==> src/rtl/kiss_frame_receiver_macros.svh <==
// Assertion macros shared by the frame receiver RTL.
`ifndef KISS_FRAME_RECEIVER_MACROS_SVH
`define KISS_FRAME_RECEIVER_MACROS_SVH

// A condition that must hold at every clock edge outside reset.
`define KFR_ASSERT(label, cond) \
  label: assert property (@(posedge clk) disable iff (rst) (cond)) \
    else $error("frame receiver check failed");

// A condition that, once seen, implies another one in the same cycle.
`define KFR_ASSERT_IMPLY(label, ante, cons) \
  label: assert property (@(posedge clk) disable iff (rst) (ante) |-> (cons)) \
    else $error("frame receiver check failed");

// A condition that, once seen, implies another one in the next cycle.
`define KFR_ASSERT_NEXT(label, ante, cons) \
  label: assert property (@(posedge clk) disable iff (rst) (ante) |=> (cons)) \
    else $error("frame receiver check failed");

`endif

==> src/rtl/kfr_pkg.sv <==
// Types and constants of the frame receiver.
`default_nettype none

package kfr_pkg;

  localparam logic [7:0] FEND  = 8'hC0;
  localparam logic [7:0] FESC  = 8'hDB;
  localparam logic [7:0] TFEND = 8'hDC;
  localparam logic [7:0] TFESC = 8'hDD;

  localparam int unsigned LEN_WIDTH           = 16;
  localparam int unsigned STAT_WIDTH          = 32;
  localparam int unsigned COUNTER_WIDTH_DEF   = 32;
  localparam logic [LEN_WIDTH-1:0] MAX_LEN_RESET = 16'd1600;

  typedef enum logic [1:0] {
    KIND_DATA       = 2'd0,
    KIND_GOOD       = 2'd1,
    KIND_BAD_ESCAPE = 2'd2,
    KIND_TOO_LONG   = 2'd3
  } kind_t;

  // Outcome of one byte, passed from the decoder to the result register.
  typedef struct packed {
    logic                  emit;
    kind_t                 kind;
    logic [7:0]            data;
    logic [STAT_WIDTH-1:0] good;
    logic [STAT_WIDTH-1:0] errors;
  } dec_res_t;

endpackage

`default_nettype wire

==> src/rtl/kfr_ifs.sv <==
// Handshake channel interfaces of the frame receiver.
`default_nettype none

interface kfr_byte_if;
  logic       valid;
  logic       ready;
  logic [7:0] rx_byte;
  modport source (output valid, output rx_byte, input ready);
  modport sink (input valid, input rx_byte, output ready);
endinterface

interface kfr_result_if;
  import kfr_pkg::*;
  logic                  valid;
  logic                  ready;
  kind_t                 kind;
  logic [7:0]            data_byte;
  logic [STAT_WIDTH-1:0] good_frames;
  logic [STAT_WIDTH-1:0] error_frames;
  modport source (output valid, output kind, output data_byte, output good_frames,
                  output error_frames, input ready);
  modport sink (input valid, input kind, input data_byte, input good_frames,
                input error_frames, output ready);
endinterface

interface kfr_cfg_if;
  import kfr_pkg::*;
  logic                 valid;
  logic                 ready;
  logic [LEN_WIDTH-1:0] max_raw_length;
  modport source (output valid, output max_raw_length, input ready);
  modport sink (input valid, input max_raw_length, output ready);
endinterface

`default_nettype wire

==> src/rtl/kfr_decode.sv <==
// Frame state and counters: decodes one raw byte per step.
`default_nettype none

module kfr_decode #(
  parameter int unsigned COUNTER_WIDTH = kfr_pkg::COUNTER_WIDTH_DEF
) (
  input  wire logic                           clk,
  input  wire logic                           rst,
  input  wire logic                           step,
  input  wire logic [7:0]                     rx_byte,
  input  wire logic [kfr_pkg::LEN_WIDTH-1:0]  max_len,
  output kfr_pkg::dec_res_t                   res
);
  import kfr_pkg::*;

  logic                     inside_frame, inside_frame_next;
  logic                     escape_pending, escape_pending_next;
  logic                     frame_bad, frame_bad_next;
  logic                     payload_seen, payload_seen_next;
  logic [LEN_WIDTH-1:0]     raw_count, raw_count_next;
  logic [COUNTER_WIDTH-1:0] good_count, good_count_next;
  logic [COUNTER_WIDTH-1:0] error_count, error_count_next;

  always_comb begin
    inside_frame_next   = inside_frame;
    escape_pending_next = escape_pending;
    frame_bad_next      = frame_bad;
    payload_seen_next   = payload_seen;
    raw_count_next      = raw_count;
    good_count_next     = good_count;
    error_count_next    = error_count;
    res.emit = 1'b0;
    res.kind = KIND_DATA;
    res.data = 8'h00;

    if (rx_byte == FEND) begin
      // A delimiter either closes a non-empty frame or opens a fresh one.
      if (inside_frame && (raw_count != '0)) begin
        if (frame_bad || escape_pending) begin
          error_count_next = error_count + 1'b1;
          res.emit = 1'b1;
          res.kind = KIND_BAD_ESCAPE;
        end else if (payload_seen) begin
          good_count_next = good_count + 1'b1;
          res.emit = 1'b1;
          res.kind = KIND_GOOD;
        end
        inside_frame_next = 1'b0;
      end else begin
        inside_frame_next = 1'b1;
      end
      escape_pending_next = 1'b0;
      frame_bad_next      = 1'b0;
      payload_seen_next   = 1'b0;
      raw_count_next      = '0;
    end else if (inside_frame) begin
      if (raw_count >= max_len) begin
        error_count_next    = error_count + 1'b1;
        res.emit            = 1'b1;
        res.kind            = KIND_TOO_LONG;
        inside_frame_next   = 1'b0;
        escape_pending_next = 1'b0;
        frame_bad_next      = 1'b0;
        payload_seen_next   = 1'b0;
        raw_count_next      = '0;
      end else begin
        raw_count_next = raw_count + 1'b1;
        // The command byte and anything after a bad escape are swallowed.
        if ((raw_count != '0) && !frame_bad) begin
          if (escape_pending) begin
            escape_pending_next = 1'b0;
            if (rx_byte == TFEND) begin
              payload_seen_next = 1'b1;
              res.emit = 1'b1;
              res.data = FEND;
            end else if (rx_byte == TFESC) begin
              payload_seen_next = 1'b1;
              res.emit = 1'b1;
              res.data = FESC;
            end else begin
              frame_bad_next = 1'b1;
            end
          end else if (rx_byte == FESC) begin
            escape_pending_next = 1'b1;
          end else begin
            payload_seen_next = 1'b1;
            res.emit = 1'b1;
            res.data = rx_byte;
          end
        end
      end
    end

    res.good   = STAT_WIDTH'(good_count_next);
    res.errors = STAT_WIDTH'(error_count_next);
  end

  always_ff @(posedge clk) begin
    if (rst) begin
      inside_frame   <= 1'b0;
      escape_pending <= 1'b0;
      frame_bad      <= 1'b0;
      payload_seen   <= 1'b0;
      raw_count      <= '0;
      good_count     <= '0;
      error_count    <= '0;
    end else if (step) begin
      inside_frame   <= inside_frame_next;
      escape_pending <= escape_pending_next;
      frame_bad      <= frame_bad_next;
      payload_seen   <= payload_seen_next;
      raw_count      <= raw_count_next;
      good_count     <= good_count_next;
      error_count    <= error_count_next;
    end
  end

`include "kiss_frame_receiver_macros.svh"

  `KFR_ASSERT_IMPLY(a_good_counts_one, res.emit && (res.kind == KIND_GOOD), res.good == STAT_WIDTH'(good_count + 1'b1))
  `KFR_ASSERT_IMPLY(a_data_needs_frame, res.emit && (res.kind == KIND_DATA), inside_frame && (raw_count != '0) && !frame_bad)
  `KFR_ASSERT_NEXT(a_hold_without_step, !step, $stable(raw_count) && $stable(good_count) && $stable(error_count))
  `KFR_ASSERT(a_count_in_limit, !inside_frame || (raw_count <= max_len) || (raw_count == '0) || !step)

endmodule

`default_nettype wire

==> src/rtl/kiss_frame_receiver.sv <==
// Top level of the frame receiver: input register, decoder and result register.
//
//  Channel  Role    Handshake      Moves
//  rx       sink    valid/ready    one raw byte from the serial line
//  res      source  valid/ready    one payload byte or one end-of-frame word
//  cfg      sink    valid/ready    new maximum raw frame length
//
// One word is taken on every cycle when the result side keeps up; a result
// reaches the port once its byte, after being accepted, has passed the input
// register and the result register.
// The decoder state and counters are updated with no wait state, so the input
// register advances whenever the result register is empty or being emptied.
// Synchronous reset clears all flags and counters and restores the limit to 1600.
// A stall on res backs up through the result register into the input register.
`default_nettype none

module kiss_frame_receiver #(
  parameter int unsigned COUNTER_WIDTH = kfr_pkg::COUNTER_WIDTH_DEF
) (
  input wire logic     clk,
  input wire logic     rst,
  kfr_byte_if.sink     rx,
  kfr_result_if.source res,
  kfr_cfg_if.sink      cfg
);
  import kfr_pkg::*;

  // Input register.
  logic       in_valid;
  logic [7:0] in_byte;

  // Result register.
  logic                  out_valid;
  kind_t                 out_kind;
  logic [7:0]            out_data;
  logic [STAT_WIDTH-1:0] out_good;
  logic [STAT_WIDTH-1:0] out_errors;

  logic [LEN_WIDTH-1:0] max_raw_length;

  dec_res_t dec;
  logic     advance;

  // The held byte is decoded when the result register can take its outcome.
  assign advance  = in_valid && (!out_valid || res.ready);
  assign rx.ready = !in_valid || advance;
  assign cfg.ready = 1'b1;

  kfr_decode #(
    .COUNTER_WIDTH(COUNTER_WIDTH)
  ) u_decode (
    .clk     (clk),
    .rst     (rst),
    .step    (advance),
    .rx_byte (in_byte),
    .max_len (max_raw_length),
    .res     (dec)
  );

  always_ff @(posedge clk) begin
    if (rst) begin
      in_valid <= 1'b0;
    end else if (rx.ready) begin
      in_valid <= rx.valid;
    end
    if (rx.ready && rx.valid) begin
      in_byte <= rx.rx_byte;
    end
  end

  always_ff @(posedge clk) begin
    if (rst) begin
      out_valid <= 1'b0;
    end else if (!out_valid || res.ready) begin
      out_valid <= advance && dec.emit;
    end
    if (advance && dec.emit) begin
      out_kind   <= dec.kind;
      out_data   <= dec.data;
      out_good   <= dec.good;
      out_errors <= dec.errors;
    end
  end

  // The user must change the limit only while the block is idle; the block does not enforce this.
  always_ff @(posedge clk) begin
    if (rst) begin
      max_raw_length <= MAX_LEN_RESET;
    end else if (cfg.valid) begin
      max_raw_length <= cfg.max_raw_length;
    end
  end

  assign res.valid        = out_valid;
  assign res.kind         = out_kind;
  assign res.data_byte    = out_data;
  assign res.good_frames  = out_good;
  assign res.error_frames = out_errors;

`include "kiss_frame_receiver_macros.svh"

  `KFR_ASSERT_NEXT(a_in_reg_holds, in_valid && !advance, in_valid && $stable(in_byte))
  `KFR_ASSERT_IMPLY(a_end_word_zero_data, out_valid && (out_kind != KIND_DATA), out_data == 8'h00)
  `KFR_ASSERT_NEXT(a_out_reg_holds, out_valid && !res.ready, out_valid && $stable(out_data))

endmodule

`default_nettype wire

==> src/flat_wrapper.sv <==
// flat-port wrapper written by rule: the top's interface ports become plain ports
module kiss_frame_receiver_flat import kfr_pkg::*;
#(
  parameter int unsigned COUNTER_WIDTH = kfr_pkg::COUNTER_WIDTH_DEF
)
  (clk, rst, rx_valid, rx_rx_byte, rx_ready, res_valid, res_kind, res_data_byte, res_good_frames, res_error_frames, res_ready, cfg_valid, cfg_max_raw_length, cfg_ready);
  kfr_byte_if rx_i ();
  kfr_result_if res_i ();
  kfr_cfg_if cfg_i ();
  input wire logic clk;
  input wire logic rst;
  input wire logic [$bits(rx_i.valid)-1:0] rx_valid;
  input wire logic [$bits(rx_i.rx_byte)-1:0] rx_rx_byte;
  output wire logic [$bits(rx_i.ready)-1:0] rx_ready;
  output wire logic [$bits(res_i.valid)-1:0] res_valid;
  output wire logic [$bits(res_i.kind)-1:0] res_kind;
  output wire logic [$bits(res_i.data_byte)-1:0] res_data_byte;
  output wire logic [$bits(res_i.good_frames)-1:0] res_good_frames;
  output wire logic [$bits(res_i.error_frames)-1:0] res_error_frames;
  input wire logic [$bits(res_i.ready)-1:0] res_ready;
  input wire logic [$bits(cfg_i.valid)-1:0] cfg_valid;
  input wire logic [$bits(cfg_i.max_raw_length)-1:0] cfg_max_raw_length;
  output wire logic [$bits(cfg_i.ready)-1:0] cfg_ready;
  assign rx_i.valid = rx_valid;
  assign rx_i.rx_byte = rx_rx_byte;
  assign rx_ready = rx_i.ready;
  assign res_valid = res_i.valid;
  assign res_kind = res_i.kind;
  assign res_data_byte = res_i.data_byte;
  assign res_good_frames = res_i.good_frames;
  assign res_error_frames = res_i.error_frames;
  assign res_i.ready = res_ready;
  assign cfg_i.valid = cfg_valid;
  assign cfg_i.max_raw_length = cfg_max_raw_length;
  assign cfg_ready = cfg_i.ready;
  kiss_frame_receiver #(.COUNTER_WIDTH(COUNTER_WIDTH)) u_core (.clk(clk), .rst(rst), .rx(rx_i), .res(res_i), .cfg(cfg_i));
endmodule
==> config.mk <==
export PLATFORM = sky130hd
export DESIGN_NAME = kiss_frame_receiver_flat
export DESIGN_NICKNAME = d
export VERILOG_FILES = /design/src/rtl/kfr_pkg.sv /design/src/rtl/kfr_ifs.sv /design/src/rtl/kfr_decode.sv /design/src/rtl/kiss_frame_receiver.sv /design/src/flat_wrapper.sv
export VERILOG_INCLUDE_DIRS = /design/src /design/src/rtl
export SDC_FILE = /design/constraint.sdc
export NUM_CORES = 1
export LEC_CHECK = 0
export ABC_AREA = 1
export ABC_CLOCK_PERIOD_IN_PS = 12600
export BUFFER_PORTS_ARGS = -buffer_cell sky130_fd_sc_hd__buf_2
export CORE_ASPECT_RATIO = 0.9
export CORE_MARGIN = 2
export CORE_UTILIZATION = 45
export DETAILED_ROUTE_END_ITERATION = 6
export HOLD_SLACK_MARGIN = 0.05
export SETUP_SLACK_MARGIN = 0.15
export SLEW_MARGIN = 15
export SYNTH_ARGS = -nofsm -noshare
export SYNTH_HDL_FRONTEND = slang
export SYNTH_HIERARCHICAL = 1
export SYNTH_SLANG_ARGS = --single-unit
==> constraint.sdc <==
create_clock -name clk -period 12.6 [get_ports clk]
set_input_delay 0.63 -clock clk [delete_from_list [all_inputs] [get_ports clk]]
set_output_delay 0.63 -clock clk [all_outputs]
set_load 0.03 [all_outputs]
# == Word-level counts from Yosys, hierarchy flattened ==
# Cells that the tools add are included.
# totals
register_bits,184
latch_bits,0
mem_bits_rw,0
mem_bits_ro,0
in_bits,29
output_inout_bits,77
mem_count,0
# classes
addsub,3
mul,0
div_mod_pow,0
order_cmp,1
n_eq_ne,8
shift,0
n_mux,55
bitwise_logic,2
n_reduce_logical,20
# ops
cell,count
two-way mux 32 bit,9
adder 32 x 1 -> 32 bit (second input constant),2
two-way mux 16 bit,3
two-way mux 8 bit,6
== test 8 bit (second input constant),4
two-way mux 1 bit,31
adder 16 x 1 -> 16 bit (second input constant),1
>= comparator 16 bit,1
nonzero test 16 bit,1
two-way mux 3 bit,4
two-way mux 11 bit,1
!= test 3 bit (second input constant),2
AND reduction 6 bit,1
nonzero test 3 bit,2
logical AND 1 bit,5
!= test 5 x 1 -> 1 bit (second input constant),1
AND reduction 5 bit,1
!= test 4 bit (second input constant),1
OR reduction 4 bit,1
zero test 1 bit,3
logical OR 1 bit,3
AND reduction 3 bit,1
two-way mux 2 bit,1
inverter 1 bit,2
other kinds (2),2

# == Logic depth before layout (Yosys ltp) ==
# depth
depth_word,9
ltp_mapped,18

# == Modules after synthesis ==
# Netlist, hierarchy kept.
# modules_own_cells
module,instances,cells_per_inst,area_each_um2
kfr_decode,1,1031,6386.1
kiss_frame_receiver,1,170,3129.3

# == Worst setup path before layout ==
# Ideal clock, no wire load.
# synth_path
path_kind,flip-flop to flip-flop
startpoint,register u_core.u_decode.raw_count[0]
endpoint,register u_core.out_data[0] (netlist: u_core/res.data_byte[0]) (enable)
setup_time_ps,597
arrival_time_ps,6485
required_ps,12003
setup_slack_ps,5518
stages_incl_launch_ff,16
n_path_buf,1
path_cell_list,dfxtp_1 inv_1 ha_1 inv_1 nand2_1 nand3_1 nand2_1 nand2_1 nand2_1 nand2_1 nand3_1 nand2_2 buf_6 nand2_1 inv_1 nor3_1
# synth_lines
item,line_no,source
"start, declared",kfr_decode.sv:20,"logic [LEN_WIDTH-1:0] raw_count, raw_count_next;"
"start signal, assigned",kfr_decode.sv:112,raw_count <= raw_count_next;
"end signal, assigned",kiss_frame_receiver.sv:79,out_data <= dec.data;
"end, declared",kiss_frame_receiver.sv:35,logic [7:0] out_data;

==> insert_results.sql <==
INSERT INTO impl_metrics (metric_group, metric, value, unit) VALUES
('global_routing', 'grt_antenna_before_repair', '0', ''),
('global_routing', 'grt.met2_usage', '33.0', '%'),
('worst_setup_path', 'critical-path-max-stage-delay', '0.72', 'ns'),
('floorplanning', 'floorplan.die.height', '142', 'um'),
('logic_synthesis', 'ys_top_cells_by_area', 'sky130_fd_sc_hd__edfxtp_1 (26%), sky130_fd_sc_hd__dfxtp_1 (21%), sky130_fd_sc_hd__nand2_1 (9.5%)', ''),
('worst_setup_path', 'worst-path-buf-inv', '2', ''),
('clocking', 'hold_buffers', '0', ''),
('logic_synthesis', 'synth_top_area_share', '25.9', '%'),
('routing', 'drt_first_pass_iters', '5', ''),
('sta', 'finClkSkew', '0.0116', 'ns'),
('routing', 'routed_wl', '21500', 'um'),
('logic_synthesis', 'yosysMostFrequentCell', 'sky130_fd_sc_hd__nand2_1', ''),
('placement', 'io_buffer_count', '104', ''),
('floorplanning', 'die-width', '157', 'um'),
('sta', 'max-slew-margin-rel', '35.3', '%'),
('worst_setup_path', 'critPathArrivalTime', '3.31', 'ns'),
('worst_setup_path', 'worst_path_most_repeated_cell', 'sky130_fd_sc_hd__nand2_1', ''),
('logic_synthesis', 'synth_commonest_cells', 'sky130_fd_sc_hd__nand2_1 (240), sky130_fd_sc_hd__inv_1 (180), sky130_fd_sc_hd__nor2_1 (132)', ''),
('clocking', 'number_of_instances_resized_during_post_cts_repair', '0', ''),
('worst_setup_path', 'crit_path_cell_trace', 'ha_1 > nand2_1 > nor2_1 > nor2_1 > nand2_1 > nand2_1 > nand2_1 > nand2_1 > nand3_1 > nand2_2 > nand2_1 > inv_1 > nor3_2 > buf_4', ''),
('status', 'outcome', 'finished clean', ''),
('clocking', 'numClockSinks', '184', ''),
('sta', 'final.min_clock_period', '3.26', 'ns'),
('sta', 'max_slew.worst_pin.slew', '0.971', 'ns'),
('logic_synthesis', 'synth_top_cell_by_area', 'sky130_fd_sc_hd__edfxtp_1', ''),
('worst_setup_path', 'critPathMaxFanout', '74', ''),
('sta', 'hold_viol', '0', ''),
('clocking', 'max-clock-path-buffers', '2', ''),
('logic_synthesis', 'yosys_warnings', '6', ''),
('routing', 'post_drt_via_cell_ratio', '4.97', ''),
('logic_synthesis', 'ys_seq_area_share', '47.3', '%'),
('layout', 'areaGrowthSynthToFinish', '13.6', '%'),
('worst_setup_path', 'setup.worst_path.start_class', 'register', ''),
('global_routing', 'grt_pass1_vias', '7292', ''),
('logic_synthesis', 'synth_enable_flop_cells', '82', ''),
('floorplanning', 'die_outline_area', '22300', 'sq um'),
('worst_setup_path', 'required_arrival_time_at_the_worst_endpoint', '12.65', 'ns'),
('clocking', 'h_tree_level_count', '4', ''),
('clocking', 'clock_insertion_delay_at_the_later_pin_of_the_skew_report', '0.43', 'ns'),
('pwr', 'cellPowerDensity', '119', 'nW/um^2'),
('sta', 'fin_worst_hold_slack', '0.378', 'ns'),
('logic_synthesis', 'mappedNetlistNets', '1250', ''),
('global_routing', 'grt_residual_overflow', '0', ''),
('sta', 'grt_setup_unrepaired', 'false', ''),
('sta', 'timing.setup.tns', '0', 'ns'),
('sta', 'report.final.setup_viol', '0', ''),
('global_routing', 'grt.busiest_layer', 'met2', ''),
('logic_synthesis', 'netlist-cell-type-count', '49', ''),
('global_routing', 'grt_first_pass_wirelength', '35800', 'um'),
('global_routing', 'pin_count_of_the_biggest_net_entering_global_routing', '78', ''),
('global_routing', 'use_met3', '4.02', '%'),
('floorplanning', 'starting_density_of_the_core', '45.8', '%'),
('worst_hold_path', 'worst_hold_path_type', 'input port to register', ''),
('worst_setup_path', 'crit_family', 'simple AND/OR/NAND/NOR gates', ''),
('sta', 'setup_slack', '9.34', 'ns'),
('sta', 'period_share', '25.9', '%'),
('layout', 'fillers', '2040', ''),
('floorplanning', 'floorplan.rows', '50', ''),
('clocking', 'cts_inserted_buffers', '17', ''),
('routing', 'drtAntennaViolNets', '0', ''),
('layout', 'drive_gt1_share', '15.0', '%'),
('routing', 'wl_per_instance', '13.5', 'um'),
('job', 'drv_cap', '0', ''),
('logic_synthesis', 'post_syn_area_per_cell', '7.92', 'sq um'),
('layout', 'diode_insertion_count_for_antenna_repair', '0', ''),
('worst_setup_path', 'slowest_stage', 'sky130_fd_sc_hd__buf_4', ''),
('logic_synthesis', 'synthFlopType', 'sky130_fd_sc_hd__dfxtp_1', ''),
('placement', 'dp_hpwl', '15100', 'um'),
('sta', 'slew_viol_final', '0', ''),
('clocking', 'tritoncts_clock_tree', 'built', ''),
('logic_synthesis', 'yosys_register_bits', '184', '');
through the flow:
stage          total power [mW]  utilization [%]
2_1_floorplan             0.735                -
3_3_place_gp              0.760             49.2
3_5_place_dp              0.761             49.2
4_1_cts                    1.30             52.0
5_1_grt                    1.34             52.0
6_report                   1.29             52.0
state kept, by name (all words and copies together), names as in the netlist, 8 cells and up:
signal                       flops
u_core/u_decode/good_count      32
u_core/res.good_frames          32
u_core/res.data_byte             8
u_core/res.error_frames         32
u_core/u_decode/error_count     32
u_core/max_raw_length           16
u_core/u_decode/raw_count       16
u_core/in_byte                   8
logic make-up after synthesis:
kind of cell / after synthesis / share of synthesized area (%)
and+or+nand+nor: 559 / 26.8
DFF: 184 / 47.3
xor gates and xnor gates: 36 / 3.31
AOI/OAI and AO/OA: 177 / 10.2
other: 1 / 0.0394
adders and majority gates: 20 / 2.63
buffers and inverters: 224 / 9.69
placed cells by master, fill, tap and decap left out, drive strengths merged, types with 3 or more instances in the layout:
cell,instances
a21oi,84
inv,189
nand3,81
clkinv,6
ha,20
clkinvlp,3
clkbuf,19
edfxtp,82
nand4,23
nand2,255
nor3b,5
nor2,144
dfxtp,102
o21ai,81
nor3,42
buf,108
xor2,34
o211ai,4
nor4,5
report_power, final:
part / switching (mW) / internal [mW] / leakage (nW)
sequential: 0.0177 / 0.642 / 1.58
combinational: 0.0589 / 0.0299 / 2.76
clock: 0.235 / 0.305 / 0.285
layer usage:
| layer | part of all wire, % | vias to the layer above |
|---|---|---|
| li1 | - | 4091 |
| met1 | 49 | 3637 |
| met2 | 46 | 156 |
| met3 | 4.1 | 12 |
| met4 | 0.77 | 0 |
| met5 | 0 | - |
area by class of cell:
cell class,count,area [sq um],share of cell area [%]
clock inverters,13,138,1.27
flip-flops and latches,184,4500,41.7
clock buffers,19,454,4.20
inverters,187,703,6.51
repair buffers,108,551,5.09
well taps,286,358,3.31
multi-input cells,793,4100,37.9
path summary, 6_finish.rpt:
check | startpoint | endpoint | slack (ns) | cells past startpoint
min | rx_rx_byte[6] | u_core/in_byte[6] | 0.38 | 1
max | u_core/u_decode/raw_count[3] | u_core/res.error_frames[18] | 9.34 | 14
min reg2reg | u_core/max_raw_length[9] | u_core/max_raw_length[9] | 0.46 | 2
max reg2reg | u_core/u_decode/raw_count[3] | u_core/res.error_frames[18] | 9.34 | 14
Note: power is estimated with default switching activity, not from simulation.
